[config.mk]
export PLATFORM = sky130hd
export DESIGN_NAME = signed_integer_to_radix_digits
export DESIGN_NICKNAME = d
export VERILOG_FILES = /design/src/hdl/sird_pkg.sv /design/src/hdl/sird_alpha_chk.sv /design/src/hdl/sird_bitdiv.sv /design/src/hdl/signed_integer_to_radix_digits.sv
export SDC_FILE = /design/constraint.sdc
export NUM_CORES = 1
export LEC_CHECK = 0
export ABC_CLOCK_PERIOD_IN_PS = 4400
export BUFFER_PORTS_ARGS = -buffer_cell sky130_fd_sc_hd__buf_2
export CORE_UTILIZATION = 44
export DETAILED_ROUTE_END_ITERATION = 8
export PLACE_DENSITY_LB_ADDON = 0.05
export SLEW_MARGIN = 20
export SYNTH_ARGS = -nofsm -noshare
export SYNTH_HDL_FRONTEND = slang
export SYNTH_HIERARCHICAL = 1
export SYNTH_SLANG_ARGS = --single-unit
[constraint.sdc]
create_clock -name clk -period 4.4 [get_ports clk]
set_input_delay 0.44 -clock clk [delete_from_list [all_inputs] [get_ports clk]]
set_output_delay 0.44 -clock clk [all_outputs]
set_load 0.01 [all_outputs]
[src/hdl/sird_pkg.sv]
`timescale 1ns / 1ps

package sird_pkg;

  // Field and register widths.
  localparam int VAL_W      = 32;
  localparam int SYM_W      = 8;
  localparam int STAT_W     = 3;
  localparam int LEN_W      = 5;
  localparam int DIG_W      = 4;
  localparam int CFG_W      = 64;
  localparam int CFG_IDX_W  = 2;
  localparam int ALPHA_W    = 128;
  localparam int BIT_CNT_W  = $clog2(VAL_W);

  // Alphabet capacity and the cap on the radix.
  localparam int SYMBOL_SLOTS = 16;
  localparam int MAX_BASE     = 16;
  localparam int LEN_CAP      = (MAX_BASE < SYMBOL_SLOTS) ? MAX_BASE : SYMBOL_SLOTS;

  // Digit stack depth: base 2 needs one digit per magnitude bit.
  localparam int DIG_MAX = VAL_W;
  localparam int ND_W    = $clog2(DIG_MAX + 1);

  // Configuration register indexes.
  localparam logic [CFG_IDX_W-1:0] REG_RADIX    = 2'd0;
  localparam logic [CFG_IDX_W-1:0] REG_ALPHA_LO = 2'd1;
  localparam logic [CFG_IDX_W-1:0] REG_ALPHA_HI = 2'd2;

  // Status codes.
  localparam logic [STAT_W-1:0] ST_OK    = 3'd0;
  localparam logic [STAT_W-1:0] ST_SHORT = 3'd1;
  localparam logic [STAT_W-1:0] ST_SPACE = 3'd2;
  localparam logic [STAT_W-1:0] ST_SIGN  = 3'd3;
  localparam logic [STAT_W-1:0] ST_DUP   = 3'd4;

  // Characters of interest.
  localparam logic [SYM_W-1:0] CH_SPACE = 8'h20;
  localparam logic [SYM_W-1:0] CH_TAB   = 8'h09;
  localparam logic [SYM_W-1:0] CH_CR    = 8'h0D;
  localparam logic [SYM_W-1:0] CH_PLUS  = 8'h2B;
  localparam logic [SYM_W-1:0] CH_MINUS = 8'h2D;

  // Result of the alphabet scan.
  typedef struct packed {
    logic              done;
    logic [STAT_W-1:0] status;
  } chk_res_t;

  // Result of one division by the radix.
  typedef struct packed {
    logic             done;
    logic [VAL_W-1:0] quot;
    logic [DIG_W-1:0] digit;
  } div_res_t;

  // Symbol idx of the packed alphabet.
  function automatic logic [SYM_W-1:0] sym_at(input logic [ALPHA_W-1:0] alpha,
                                              input logic [DIG_W-1:0] idx);
    sym_at = alpha[idx*SYM_W +: SYM_W];
  endfunction

endpackage

[src/hdl/sird_alpha_chk.sv]
`timescale 1ns / 1ps

module sird_alpha_chk (
  input  logic                              clk,
  input  logic                              rst_n,
  input  logic                              go,
  input  logic [sird_pkg::LEN_W-1:0]        len,
  input  logic [sird_pkg::ALPHA_W-1:0]      alpha,
  output sird_pkg::chk_res_t                res
);

  logic                             run_r;
  logic                             done_r;
  logic [sird_pkg::STAT_W-1:0]      status_r;
  logic [sird_pkg::DIG_W-1:0]       idx_r;

  logic                             zero_any;
  logic                             dup;
  logic                             blank;
  logic                             sign;
  logic                             at_end;
  logic [sird_pkg::SYM_W-1:0]       cur;

  // Compare the symbol under scan with every later symbol in use; test all in use for zero.
  always_comb begin
    cur      = sird_pkg::sym_at(alpha, idx_r);
    zero_any = 1'b0;
    dup      = 1'b0;
    for (int k = 0; k < sird_pkg::SYMBOL_SLOTS; k++) begin
      if (sird_pkg::LEN_W'(k) < len) begin
        if (sird_pkg::sym_at(alpha, sird_pkg::DIG_W'(k)) == '0) begin
          zero_any = 1'b1;
        end
        if ((sird_pkg::LEN_W'(k) > {1'b0, idx_r}) &&
            (sird_pkg::sym_at(alpha, sird_pkg::DIG_W'(k)) == cur)) begin
          dup = 1'b1;
        end
      end
    end
    blank  = cur inside {sird_pkg::CH_SPACE, [sird_pkg::CH_TAB:sird_pkg::CH_CR]};
    sign   = cur inside {sird_pkg::CH_PLUS, sird_pkg::CH_MINUS};
    at_end = ({1'b0, idx_r} == (len - sird_pkg::LEN_W'(1)));
  end

  // Length and zero test at once, then one symbol per cycle from index 0 up.
  always_ff @(posedge clk) begin
    if (!rst_n) begin
      run_r    <= 1'b0;
      done_r   <= 1'b0;
      status_r <= sird_pkg::ST_OK;
      idx_r    <= '0;
    end else begin
      if (go) begin
        idx_r <= '0;
        if ((len < sird_pkg::LEN_W'(2)) || zero_any) begin
          done_r   <= 1'b1;
          status_r <= sird_pkg::ST_SHORT;
        end else begin
          done_r <= 1'b0;
          run_r  <= 1'b1;
        end
      end else if (run_r) begin
        if (blank) begin
          run_r    <= 1'b0;
          done_r   <= 1'b1;
          status_r <= sird_pkg::ST_SPACE;
        end else if (sign) begin
          run_r    <= 1'b0;
          done_r   <= 1'b1;
          status_r <= sird_pkg::ST_SIGN;
        end else if (dup) begin
          run_r    <= 1'b0;
          done_r   <= 1'b1;
          status_r <= sird_pkg::ST_DUP;
        end else if (at_end) begin
          run_r    <= 1'b0;
          done_r   <= 1'b1;
          status_r <= sird_pkg::ST_OK;
        end else begin
          done_r <= 1'b0;
          idx_r  <= idx_r + sird_pkg::DIG_W'(1);
        end
      end else begin
        done_r <= 1'b0;
      end
    end
  end

  assign res.done   = done_r;
  assign res.status = status_r;

endmodule

[src/hdl/sird_bitdiv.sv]
`timescale 1ns / 1ps

module sird_bitdiv (
  input  logic                          clk,
  input  logic                          rst_n,
  input  logic                          go,
  input  logic [sird_pkg::VAL_W-1:0]    dividend,
  input  logic [sird_pkg::LEN_W-1:0]    divisor,
  output sird_pkg::div_res_t            res
);

  logic                              run_r;
  logic                              done_r;
  logic [sird_pkg::BIT_CNT_W-1:0]    cnt_r;
  logic [sird_pkg::VAL_W-1:0]        quo_r;
  logic [sird_pkg::DIG_W-1:0]        rem_r;

  logic [sird_pkg::LEN_W-1:0]        trial;
  logic                              fits;
  logic [sird_pkg::LEN_W-1:0]        rem_nxt;

  // One restoring step: bring down the next dividend bit and try a subtract.
  always_comb begin
    trial   = {rem_r, quo_r[sird_pkg::VAL_W-1]};
    fits    = (trial >= divisor);
    rem_nxt = fits ? (trial - divisor) : trial;
  end

  // Control: one quotient bit per cycle, a done pulse after the last one.
  always_ff @(posedge clk) begin
    if (!rst_n) begin
      run_r  <= 1'b0;
      done_r <= 1'b0;
      cnt_r  <= '0;
    end else begin
      if (go) begin
        run_r  <= 1'b1;
        done_r <= 1'b0;
        cnt_r  <= '0;
      end else if (run_r) begin
        cnt_r <= cnt_r + sird_pkg::BIT_CNT_W'(1);
        if (cnt_r == sird_pkg::BIT_CNT_W'(sird_pkg::VAL_W - 1)) begin
          run_r  <= 1'b0;
          done_r <= 1'b1;
        end else begin
          done_r <= 1'b0;
        end
      end else begin
        done_r <= 1'b0;
      end
    end
  end

  // Dividend shifts out at the top while quotient bits shift in at the bottom.
  always_ff @(posedge clk) begin
    if (go) begin
      quo_r <= dividend;
      rem_r <= '0;
    end else if (run_r) begin
      quo_r <= {quo_r[sird_pkg::VAL_W-2:0], fits};
      rem_r <= rem_nxt[sird_pkg::DIG_W-1:0];
    end
  end

  assign res.done  = done_r;
  assign res.quot  = quo_r;
  assign res.digit = rem_r;

endmodule

[src/hdl/signed_integer_to_radix_digits.sv]
`timescale 1ns / 1ps

// Converts a signed 32-bit value to text in the radix given by the length of the
// configured alphabet, one character per output strobe: '-' first for negative
// values, then the digits, most significant first, with out_last on the final one.
// A bad alphabet gives a single strobe with symbol 0, the error status and out_last.
// One item at a time: busy is high from acceptance until the final character is
// shown. The alphabet is scanned one symbol at a time; each digit then comes from the
// bit-serial divider, and the characters follow back to back. The receiver cannot
// stall: each strobe lasts exactly one cycle.
module signed_integer_to_radix_digits (
  input  logic                                clk,
  input  logic                                rst_n,
  input  logic                                cfg_we,
  input  logic [sird_pkg::CFG_IDX_W-1:0]      cfg_index,
  input  logic [sird_pkg::CFG_W-1:0]          cfg_data,
  input  logic                                start,
  output logic                                busy,
  input  logic signed [sird_pkg::VAL_W-1:0]   in_value,
  output logic                                out_valid,
  output logic [sird_pkg::SYM_W-1:0]          out_symbol,
  output logic [sird_pkg::STAT_W-1:0]         out_status,
  output logic                                out_last
);

  typedef enum logic [3:0] {
    S_IDLE  = 4'b0001,
    S_CHECK = 4'b0010,
    S_DIV   = 4'b0100,
    S_EMIT  = 4'b1000
  } state_t;

  state_t                            state_r, state_nxt;
  logic [sird_pkg::LEN_W-1:0]        radix_len_r;
  logic [sird_pkg::CFG_W-1:0]        alpha_lo_r;
  logic [sird_pkg::CFG_W-1:0]        alpha_hi_r;
  logic                              neg_r, neg_nxt;
  logic [sird_pkg::VAL_W-1:0]        mag_r, mag_nxt;
  logic [sird_pkg::ND_W-1:0]         nd_r, nd_nxt;
  logic [sird_pkg::DIG_W-1:0]        stk_r [sird_pkg::DIG_MAX];
  logic                              out_valid_r, out_valid_nxt;
  logic [sird_pkg::SYM_W-1:0]        out_symbol_r, out_symbol_nxt;
  logic [sird_pkg::STAT_W-1:0]       out_status_r, out_status_nxt;
  logic                              out_last_r, out_last_nxt;

  logic [sird_pkg::ALPHA_W-1:0]      alpha;
  logic [sird_pkg::LEN_W-1:0]        eff_len;
  logic [sird_pkg::VAL_W-1:0]        val_u;
  logic                              chk_go;
  logic                              div_go;
  logic [sird_pkg::VAL_W-1:0]        div_dividend;
  logic                              push;
  logic                              pop;
  sird_pkg::chk_res_t                chk_res;
  sird_pkg::div_res_t                div_res;

  // Configuration registers.
  always_ff @(posedge clk) begin
    if (!rst_n) begin
      radix_len_r <= '0;
      alpha_lo_r  <= '0;
      alpha_hi_r  <= '0;
    end else if (cfg_we) begin
      case (cfg_index)
        sird_pkg::REG_RADIX:    radix_len_r <= cfg_data[sird_pkg::LEN_W-1:0];
        sird_pkg::REG_ALPHA_LO: alpha_lo_r  <= cfg_data;
        sird_pkg::REG_ALPHA_HI: alpha_hi_r  <= cfg_data;
        default: ;
      endcase
    end
  end

  // The radix saturates at the cap.
  assign alpha   = {alpha_hi_r, alpha_lo_r};
  assign eff_len = (radix_len_r > sird_pkg::LEN_W'(sird_pkg::LEN_CAP)) ?
                   sird_pkg::LEN_W'(sird_pkg::LEN_CAP) : radix_len_r;
  assign val_u   = in_value;
  assign chk_go  = start && (state_r == S_IDLE);

  sird_alpha_chk u_chk (
    .clk   (clk),
    .rst_n (rst_n),
    .go    (chk_go),
    .len   (eff_len),
    .alpha (alpha),
    .res   (chk_res)
  );

  sird_bitdiv u_div (
    .clk      (clk),
    .rst_n    (rst_n),
    .go       (div_go),
    .dividend (div_dividend),
    .divisor  (eff_len),
    .res      (div_res)
  );

  // Sequencer: scan the alphabet (error item if bad), divide to a zero quotient, emit.
  always_comb begin
    state_nxt      = state_r;
    neg_nxt        = neg_r;
    mag_nxt        = mag_r;
    nd_nxt         = nd_r;
    div_go         = 1'b0;
    div_dividend   = mag_r;
    push           = 1'b0;
    pop            = 1'b0;
    out_valid_nxt  = 1'b0;
    out_symbol_nxt = '0;
    out_status_nxt = sird_pkg::ST_OK;
    out_last_nxt   = 1'b0;
    case (state_r)
      S_IDLE: begin
        if (start) begin
          neg_nxt   = val_u[sird_pkg::VAL_W-1];
          mag_nxt   = val_u[sird_pkg::VAL_W-1] ? ('0 - val_u) : val_u;
          state_nxt = S_CHECK;
        end
      end
      S_CHECK: begin
        if (chk_res.done) begin
          if (chk_res.status != sird_pkg::ST_OK) begin
            out_valid_nxt  = 1'b1;
            out_status_nxt = chk_res.status;
            out_last_nxt   = 1'b1;
            state_nxt      = S_IDLE;
          end else begin
            div_go    = 1'b1;
            nd_nxt    = '0;
            state_nxt = S_DIV;
          end
        end
      end
      S_DIV: begin
        div_dividend = div_res.quot;
        if (div_res.done) begin
          push   = 1'b1;
          nd_nxt = nd_r + sird_pkg::ND_W'(1);
          if (div_res.quot == '0) begin
            state_nxt = S_EMIT;
          end else begin
            div_go = 1'b1;
          end
        end
      end
      S_EMIT: begin
        out_valid_nxt = 1'b1;
        if (neg_r) begin
          out_symbol_nxt = sird_pkg::CH_MINUS;
          neg_nxt        = 1'b0;
        end else begin
          out_symbol_nxt = sird_pkg::sym_at(alpha, stk_r[0]);
          out_last_nxt   = (nd_r == sird_pkg::ND_W'(1));
          pop            = 1'b1;
          nd_nxt         = nd_r - sird_pkg::ND_W'(1);
          if (nd_r == sird_pkg::ND_W'(1)) begin
            state_nxt = S_IDLE;
          end
        end
      end
      default: begin
        state_nxt = S_IDLE;
      end
    endcase
  end

  // Control registers.
  always_ff @(posedge clk) begin
    if (!rst_n) begin
      state_r     <= S_IDLE;
      neg_r       <= 1'b0;
      nd_r        <= '0;
      out_valid_r <= 1'b0;
    end else begin
      state_r     <= state_nxt;
      neg_r       <= neg_nxt;
      nd_r        <= nd_nxt;
      out_valid_r <= out_valid_nxt;
    end
  end

  // Payload registers.
  always_ff @(posedge clk) begin
    mag_r        <= mag_nxt;
    out_symbol_r <= out_symbol_nxt;
    out_status_r <= out_status_nxt;
    out_last_r   <= out_last_nxt;
  end

  // Digit stack: digits arrive least significant first and leave most significant first.
  always_ff @(posedge clk) begin
    if (push) begin
      stk_r[0] <= div_res.digit;
      for (int k = 1; k < sird_pkg::DIG_MAX; k++) begin
        stk_r[k] <= stk_r[k-1];
      end
    end else if (pop) begin
      for (int k = 0; k < sird_pkg::DIG_MAX - 1; k++) begin
        stk_r[k] <= stk_r[k+1];
      end
    end
  end

  assign busy       = (state_r != S_IDLE);
  assign out_valid  = out_valid_r;
  assign out_symbol = out_symbol_r;
  assign out_status = out_status_r;
  assign out_last   = out_last_r;

endmodule

# Word-level counts from Yosys, hierarchy flattened
# Memories as Yosys holds them, arrays and structs flattened.
# Index checks and enable logic that the tools add are counted.
# totals
memories	1
wordCells	362
out_inout_bits	14
romBits	0
ff_bits	241
ram_bits	128
latchBits	0
# memory_table
memory	words	word_bits	read_ports	rd_ports_with_merged_regs	wr	line	rtl
stk_r	32	4	32	0	32	signed_integer_to_radix_digits.sv:40	logic [sird_pkg::DIG_W-1:0] stk_r [sird_pkg::DIG_MAX];
# op_classes
eq_ne	38
n_lt_le_gt_ge	36
mul	0
bitwise	38
div_mod_pow	0
muxes	159
addsub	7
reduce_logical	59
shift	2
# ops
op	count
indexed part select 128 x 8 -> 8 bit	2
2-to-1 mux 4 bit	38
logical NOT 8 bit	16
equality test 8 bit	15
2-to-1 mux 1 bit	97
2-to-1 mux 32 bit	3
less-than comparator 4 x 5 -> 1 bit (first input constant)	8
greater-than comparator 4 bit (first input constant)	8
logical NOT 32 bit	1
subtractor 1 x 32 -> 32 bit (first input constant)	1
2-to-1 mux 31 bit	1
OR 1 bit	31
2-to-1 mux 6 bit	5
equality test 8 x 6 -> 1 bit (second input constant)	3
2-to-1 mux 3 bit	8
less-than comparator 3 x 5 -> 1 bit (first input constant)	4
one-hot mux 6 bit (3 select lines)	1
logical AND 1 bit	17
greater-than comparator 3 x 4 -> 1 bit (first input constant)	4
one-hot mux 4 bit (4 select lines)	1
inequality test 2 bit (second input constant)	7
AND reduction 2 bit	6
less-than comparator 1 x 5 -> 1 bit (first input constant)	2
less-than comparator 2 x 5 -> 1 bit (first input constant)	2
other kinds (37)	58

# Logic depth before layout (Yosys ltp)
# depth
ltp_word	38
ltp_mapped	15
mapped_depth_nobuf	12

# Cells and area by module
# Netlist, hierarchy kept.
# by_module_without_submodules
mod	seq_area_each_um2	area_per_inst_um2	cells_per_inst	n_inst
signed_integer_to_radix_digits	7947.6	14121.0	1439	1
sird_alpha_chk	180.2	4362.9	591	1
sird_bitdiv	1181.1	2005.7	139	1

# Least setup slack after synthesis
# OpenSTA, ideal clock, no wires.
# synth_path
path_type	flip-flop to flip-flop
startpoint	reg state_r[1]
endpoint	mem stk_r[0][0] in the netlist's numbering, enable pin
period_less_slack_ns	4.793
path_stages_with_launch	7
n_path_buf	3
t_arrival_ns	4.305
setup_slack_ns	-0.393
cell_sequence	dfxtp_1 -> buf_2 -> nor4b_2 -> nand2b_1 -> clkbuf_1 -> clkbuf_1 -> nand2_1
# synth_lines
item	line	rtl
start, declared	signed_integer_to_radix_digits.sv:33	state_t state_r, state_nxt;
start signal, assigned	signed_integer_to_radix_digits.sv:175	state_r <= state_nxt;
end, declared	signed_integer_to_radix_digits.sv:40	

# Worst setup path after layout
# layout_path
startpoint	reg u_chk/idx_r[1] in the netlist's numbering
endpoint	reg u_chk/status_r[2] in the netlist's numbering
# layout_between
elab_chain_len	38
word_cells_on_any_way	92
classes_between	17 x order compare; 19 x eq/ne; 1 x shift; 35 x mux; 20 x reduce/logical
# layout_rtl
item	line	rtl
start, declared	sird_alpha_chk.sv:15	logic [sird_pkg::DIG_W-1:0] idx_r;
start signal, assigned	sird_alpha_chk.sv:81	idx_r <= idx_r + sird_pkg::DIG_W'(1);
indexed part select 128 x 8 -> 8 bit	sird_pkg.sv:60	sym_at = alpha[idx*SYM_W +: SYM_W];
equality test 8 bit	sird_alpha_chk.sv:35	(sird_pkg::sym_at(alpha, sird_pkg::DIG_W'(k)) == cur)) begin
logical AND 1 bit	sird_alpha_chk.sv:34	if ((sird_pkg::LEN_W'(k) > {1'b0, idx_r}) &&
2-to-1 mux 1 bit	sird_alpha_chk.sv:34	
2-to-1 mux 1 bit	sird_alpha_chk.sv:30	if (sird_pkg::LEN_W'(k) < len) begin
2-to-1 mux 1 bit	sird_alpha_chk.sv:34	
2-to-1 mux 1 bit	sird_alpha_chk.sv:30	
2-to-1 mux 1 bit	sird_alpha_chk.sv:34	
[... 22 more ...]	-	
2-to-1 mux 1 bit	sird_alpha_chk.sv:30	
2-to-1 mux 1 bit	sird_alpha_chk.sv:34	
2-to-1 mux 1 bit	sird_alpha_chk.sv:30	
2-to-1 mux 3 bit	sird_alpha_chk.sv:71	end else if (dup) begin
2-to-1 mux 3 bit	sird_alpha_chk.sv:67	end else if (sign) begin
2-to-1 mux 3 bit	sird_alpha_chk.sv:63	if (blank) begin
2-to-1 mux 3 bit	sird_alpha_chk.sv:62	end else if (run_r) begin
2-to-1 mux 3 bit	sird_alpha_chk.sv:53	if (go) begin
end signal, assigned	sird_alpha_chk.sv:57	status_r <= sird_pkg::ST_SHORT;
end signal, assigned	sird_alpha_chk.sv:66	status_r <= sird_pkg::ST_SPACE;
end signal, assigned	sird_alpha_chk.sv:70	status_r <= sird_pkg::ST_SIGN;
end, declared	sird_alpha_chk.sv:14	logic [sird_pkg::STAT_W-1:0] status_r;
# Several ways; a longest one is shown, not always the timed one. The select of a mux whose other input is x is not followed.
# A chain may end at the register's enable or synchronous reset.

==> flow_summary.toml <==
[setup_path]
critical_path.max_fanout = 24
critical_path_class = "reg2reg"
critPathLaunchType = "flip-flop"
worstSetupEndpoint = "u_chk/status_r[2]$_SDFFE_PN0P_"
end_kind = "flip-flop"
critPathArrivalTime_ns = 4.58
reg2reg_slack_ns = 0.33
r2r_start = "u_chk/idx_r[1]$_SDFFE_PP0P_"
reg2reg_depth = 11
crit_path_start = "u_chk/idx_r[1]$_SDFFE_PP0P_"
cp.required_ns = 4.91
r2r-end = "u_chk/status_r[2]$_SDFFE_PN0P_"

[clocking]
h-tree-depth = 2
clock_sinks = 369
ctsHoldBuffers = 0
tritoncts = "done"
numCtsBuffers = 41
ctsResizeCount = 0
cts_setup_buffers = 0
clk_pin_slew_ns = 0.06
root_buffer = "clkbuf_16"
clockBufferDepth = 3
clk_latency_ns = 0.58

[drt]
wirelength_um = 68700
wire_per_inst_um = 23.6
drcViolationCount = 0
first_pass_iters = 6
drtIter0Drc = 1717
ant_nets = 0
dr_total_vias = 17000
vias_per_cell = 5.85

[pwr]
p_int_mw = 6.08
switching_power_mw = 2.08
power_frac_comb_pct = 11.0
power.density_nw_per_um2 = 350
swShare_pct = 25.5
seqPwrFrac_pct = 46.9
peakVddDrop_mv = 0.283
pwr-share-clk_pct = 42.1
leakage_nw = 8.48

[place]
dpl.hpwl_um = 49900
gp_congestion = 1.02
portBuffers = 115

[timing]
fin_setup_tns_ns = 0
relSlewSlack_pct = 33.6
fin_skew_ns = 0.0191
hold_violations = 0
setup_viol = 0
max_freq_mhz = 246
worst_pin_slew_ns = 0.996
period_share_pct = 92.6
rsz0062_at_grt = "no"
slew_violations = 0
fin_crit_ns = 4.07

[final_layout]
drive_gt1_share_pct = 19.2
fillCellCount = 4318
multi_input_area_um2 = 10500
synthToLayoutAreaGrowth_pct = 13.6
seqCellArea_um2 = 9310
nNetsFinal = 2393
final_core_util_pct = 51.0

[global_routing]
grtUsageMet1_pct = 40.1
grt_pass1_vias = 16100
grt-busiest-layer = "met2"
grt_max_degree = 77
grt_use_met2_pct = 44.7
grt_overflow = 0
grt_usage_pct = 29.0
antenna_found_initial = 2
met3_usage_pct = 5.63
grt_pass1_wl_um = 103000

[logic_synthesis]
synth-edff-count = 192
syn_inst = 2169
synth_top_area_share_pct = 28.1
ys_types = 89
async_flop_share_pct = 0
ys.warnings.count = 6
synthTopCellsByCount = "nand2_1, edfxtp_1, dfxtp_1"
yosysMostFrequentCell = "nand2_1"
synth_seq_area_share_pct = 45.4
ys.flop_type = "edfxtp_1"
avgSynthCellArea_um2 = 9.45
ys_ff_latch = 369
synth.area.top_cells = "edfxtp_1, dfxtp_1, nand2_1, mux2_2, mux4_2"
synth_nets = 2288
yosysTopAreaCell = "edfxtp_1"
syn_area_um2 = 20500

[floorplan]
initial_utilization_pct = 44.9
chipWidth_um = 218
fp.dieH_um = 218
core-area_um2 = 45700
die-area_um2 = 47400
io_pins = 116
rows = 78

[job]
drv_cap = 0

[min_path]
hold_class = "in2reg"
hold_depth = 3

[run_status]
outcome = "finished clean"
==> critical path, cell delays in order (launching register included) <==
cell	delay [ns]
dfxtp_2	0.77
mux4_2	0.59
a2bb2oi_1	0.21
a22oi_4	0.49
buf_4	0.31
xnor2_1	0.08
a2111oi_0	0.53
nand4_1	0.22
nand4_1	0.21
nor4_4	0.10
or3_1	0.35
a21oi_1	0.14
==> registers in the layout, indices dropped and copies added (netlist names), 4 cells and up <==
| signal | flops |
|---|---|
| stk_r | 128 |
| alpha_hi_r | 64 |
| alpha_lo_r | 64 |
| mag_r | 32 |
| u_div/quo_r | 32 |
| out_symbol | 8 |
| nd_r | 6 |
| radix_len_r | 5 |
| u_div/cnt_r | 5 |
| state_r | 4 |
| u_chk/idx_r | 4 |
| u_div/rem_r | 4 |
==> cell type report <==
cell class,count,area share (%)
inverter,25,0.414
timing repair buffer,207,5.55
multi-input combinational,1630,45.1
sequential,369,40.0
clock inverter,18,0.833
clock buffer,58,4.92
tap,600,3.22
antenna,1,0.0107
==> layout by cell type, fill, tap and decap left out, drive strengths merged, types with 15 or more instances in the layout <==
cell type and n:
nand2 635, buf 207, edfxtp 192, dfxtp 177, a21oi 162, mux2 91, xnor2 83, mux2i 66
clkbuf 58, nor2 56, nor4 53, o21ai 47, mux4 42, xor2 41, nor3 32, nand4 28
inv 27, nand3 24, nor2b 23, or3 16, ha 16, nand2b 15
==> power groups by stage <==
stage | sequential (mW) | combinational, mW | clock, mW
2_1_floorplan | 3.84 | 0.575 | 0
3_3_place_gp | 3.90 | 0.878 | 0
3_5_place_dp | 3.90 | 0.885 | 0
4_1_cts | 3.82 | 0.889 | 3.51
5_1_grt | 3.83 | 0.973 | 3.63
6_report | 3.82 | 0.898 | 3.44
==> layer usage <==
metal | vias up | wire length (um)
met5 | - | 0
met4 | 0 | 2440
met3 | 144 | 5010
met2 | 621 | 31000
met1 | 8308 | 30300
li1 | 7947 | -
==> worst min-delay path by stage <==
stage	from	to	slack [ns]
after global routing	in_value[0]	mag_r[0]$_DFFE_PP_	0.11
final	cfg_data[5]	alpha_lo_r[5]$_SDFFE_PN0P_	0.11
after detailed placement	stk_r[3][24]$_DFFE_PP_	stk_r[3][28]$_DFFE_PP_	0.43
after CTS	cfg_data[5]	alpha_lo_r[5]$_SDFFE_PN0P_	0.08
after floorplan	stk_r[3][24]$_DFFE_PP_	stk_r[3][28]$_DFFE_PP_	0.42
after global placement	stk_r[3][26]$_DFFE_PP_	stk_r[3][30]$_DFFE_PP_	0.44
==> kinds of logic after synthesis <==
kind of cell | synth area share (%)
simple gates | 20.7
flops | 45.4
compound gates | 10.9
mux | 12.9
buf+inv | 3.65
xor+xnor | 5.30
fa+ha+maj | 1.07
==> stage by stage <==
step / power, mW / hold WS [ns] / setup WS (ns) / cell area, um^2 / instances
4_1_cts: 8.22 / 0.0774 / 0.389 / 23300 / 2907
3_3_place_gp: 4.77 / 0.436 / 0.453 / 21900 / 2831
3_5_place_dp: 4.78 / 0.434 / 0.412 / 21900 / 2831
2_1_floorplan: 4.42 / 0.420 / 0.763 / 20500 / 2169
5_1_grt: 8.44 / 0.109 / 0.179 / 23300 / 2907
6_report: 8.16 / 0.111 / 0.327 / 23300 / 2908
Power figures use the tool's default switching activity.
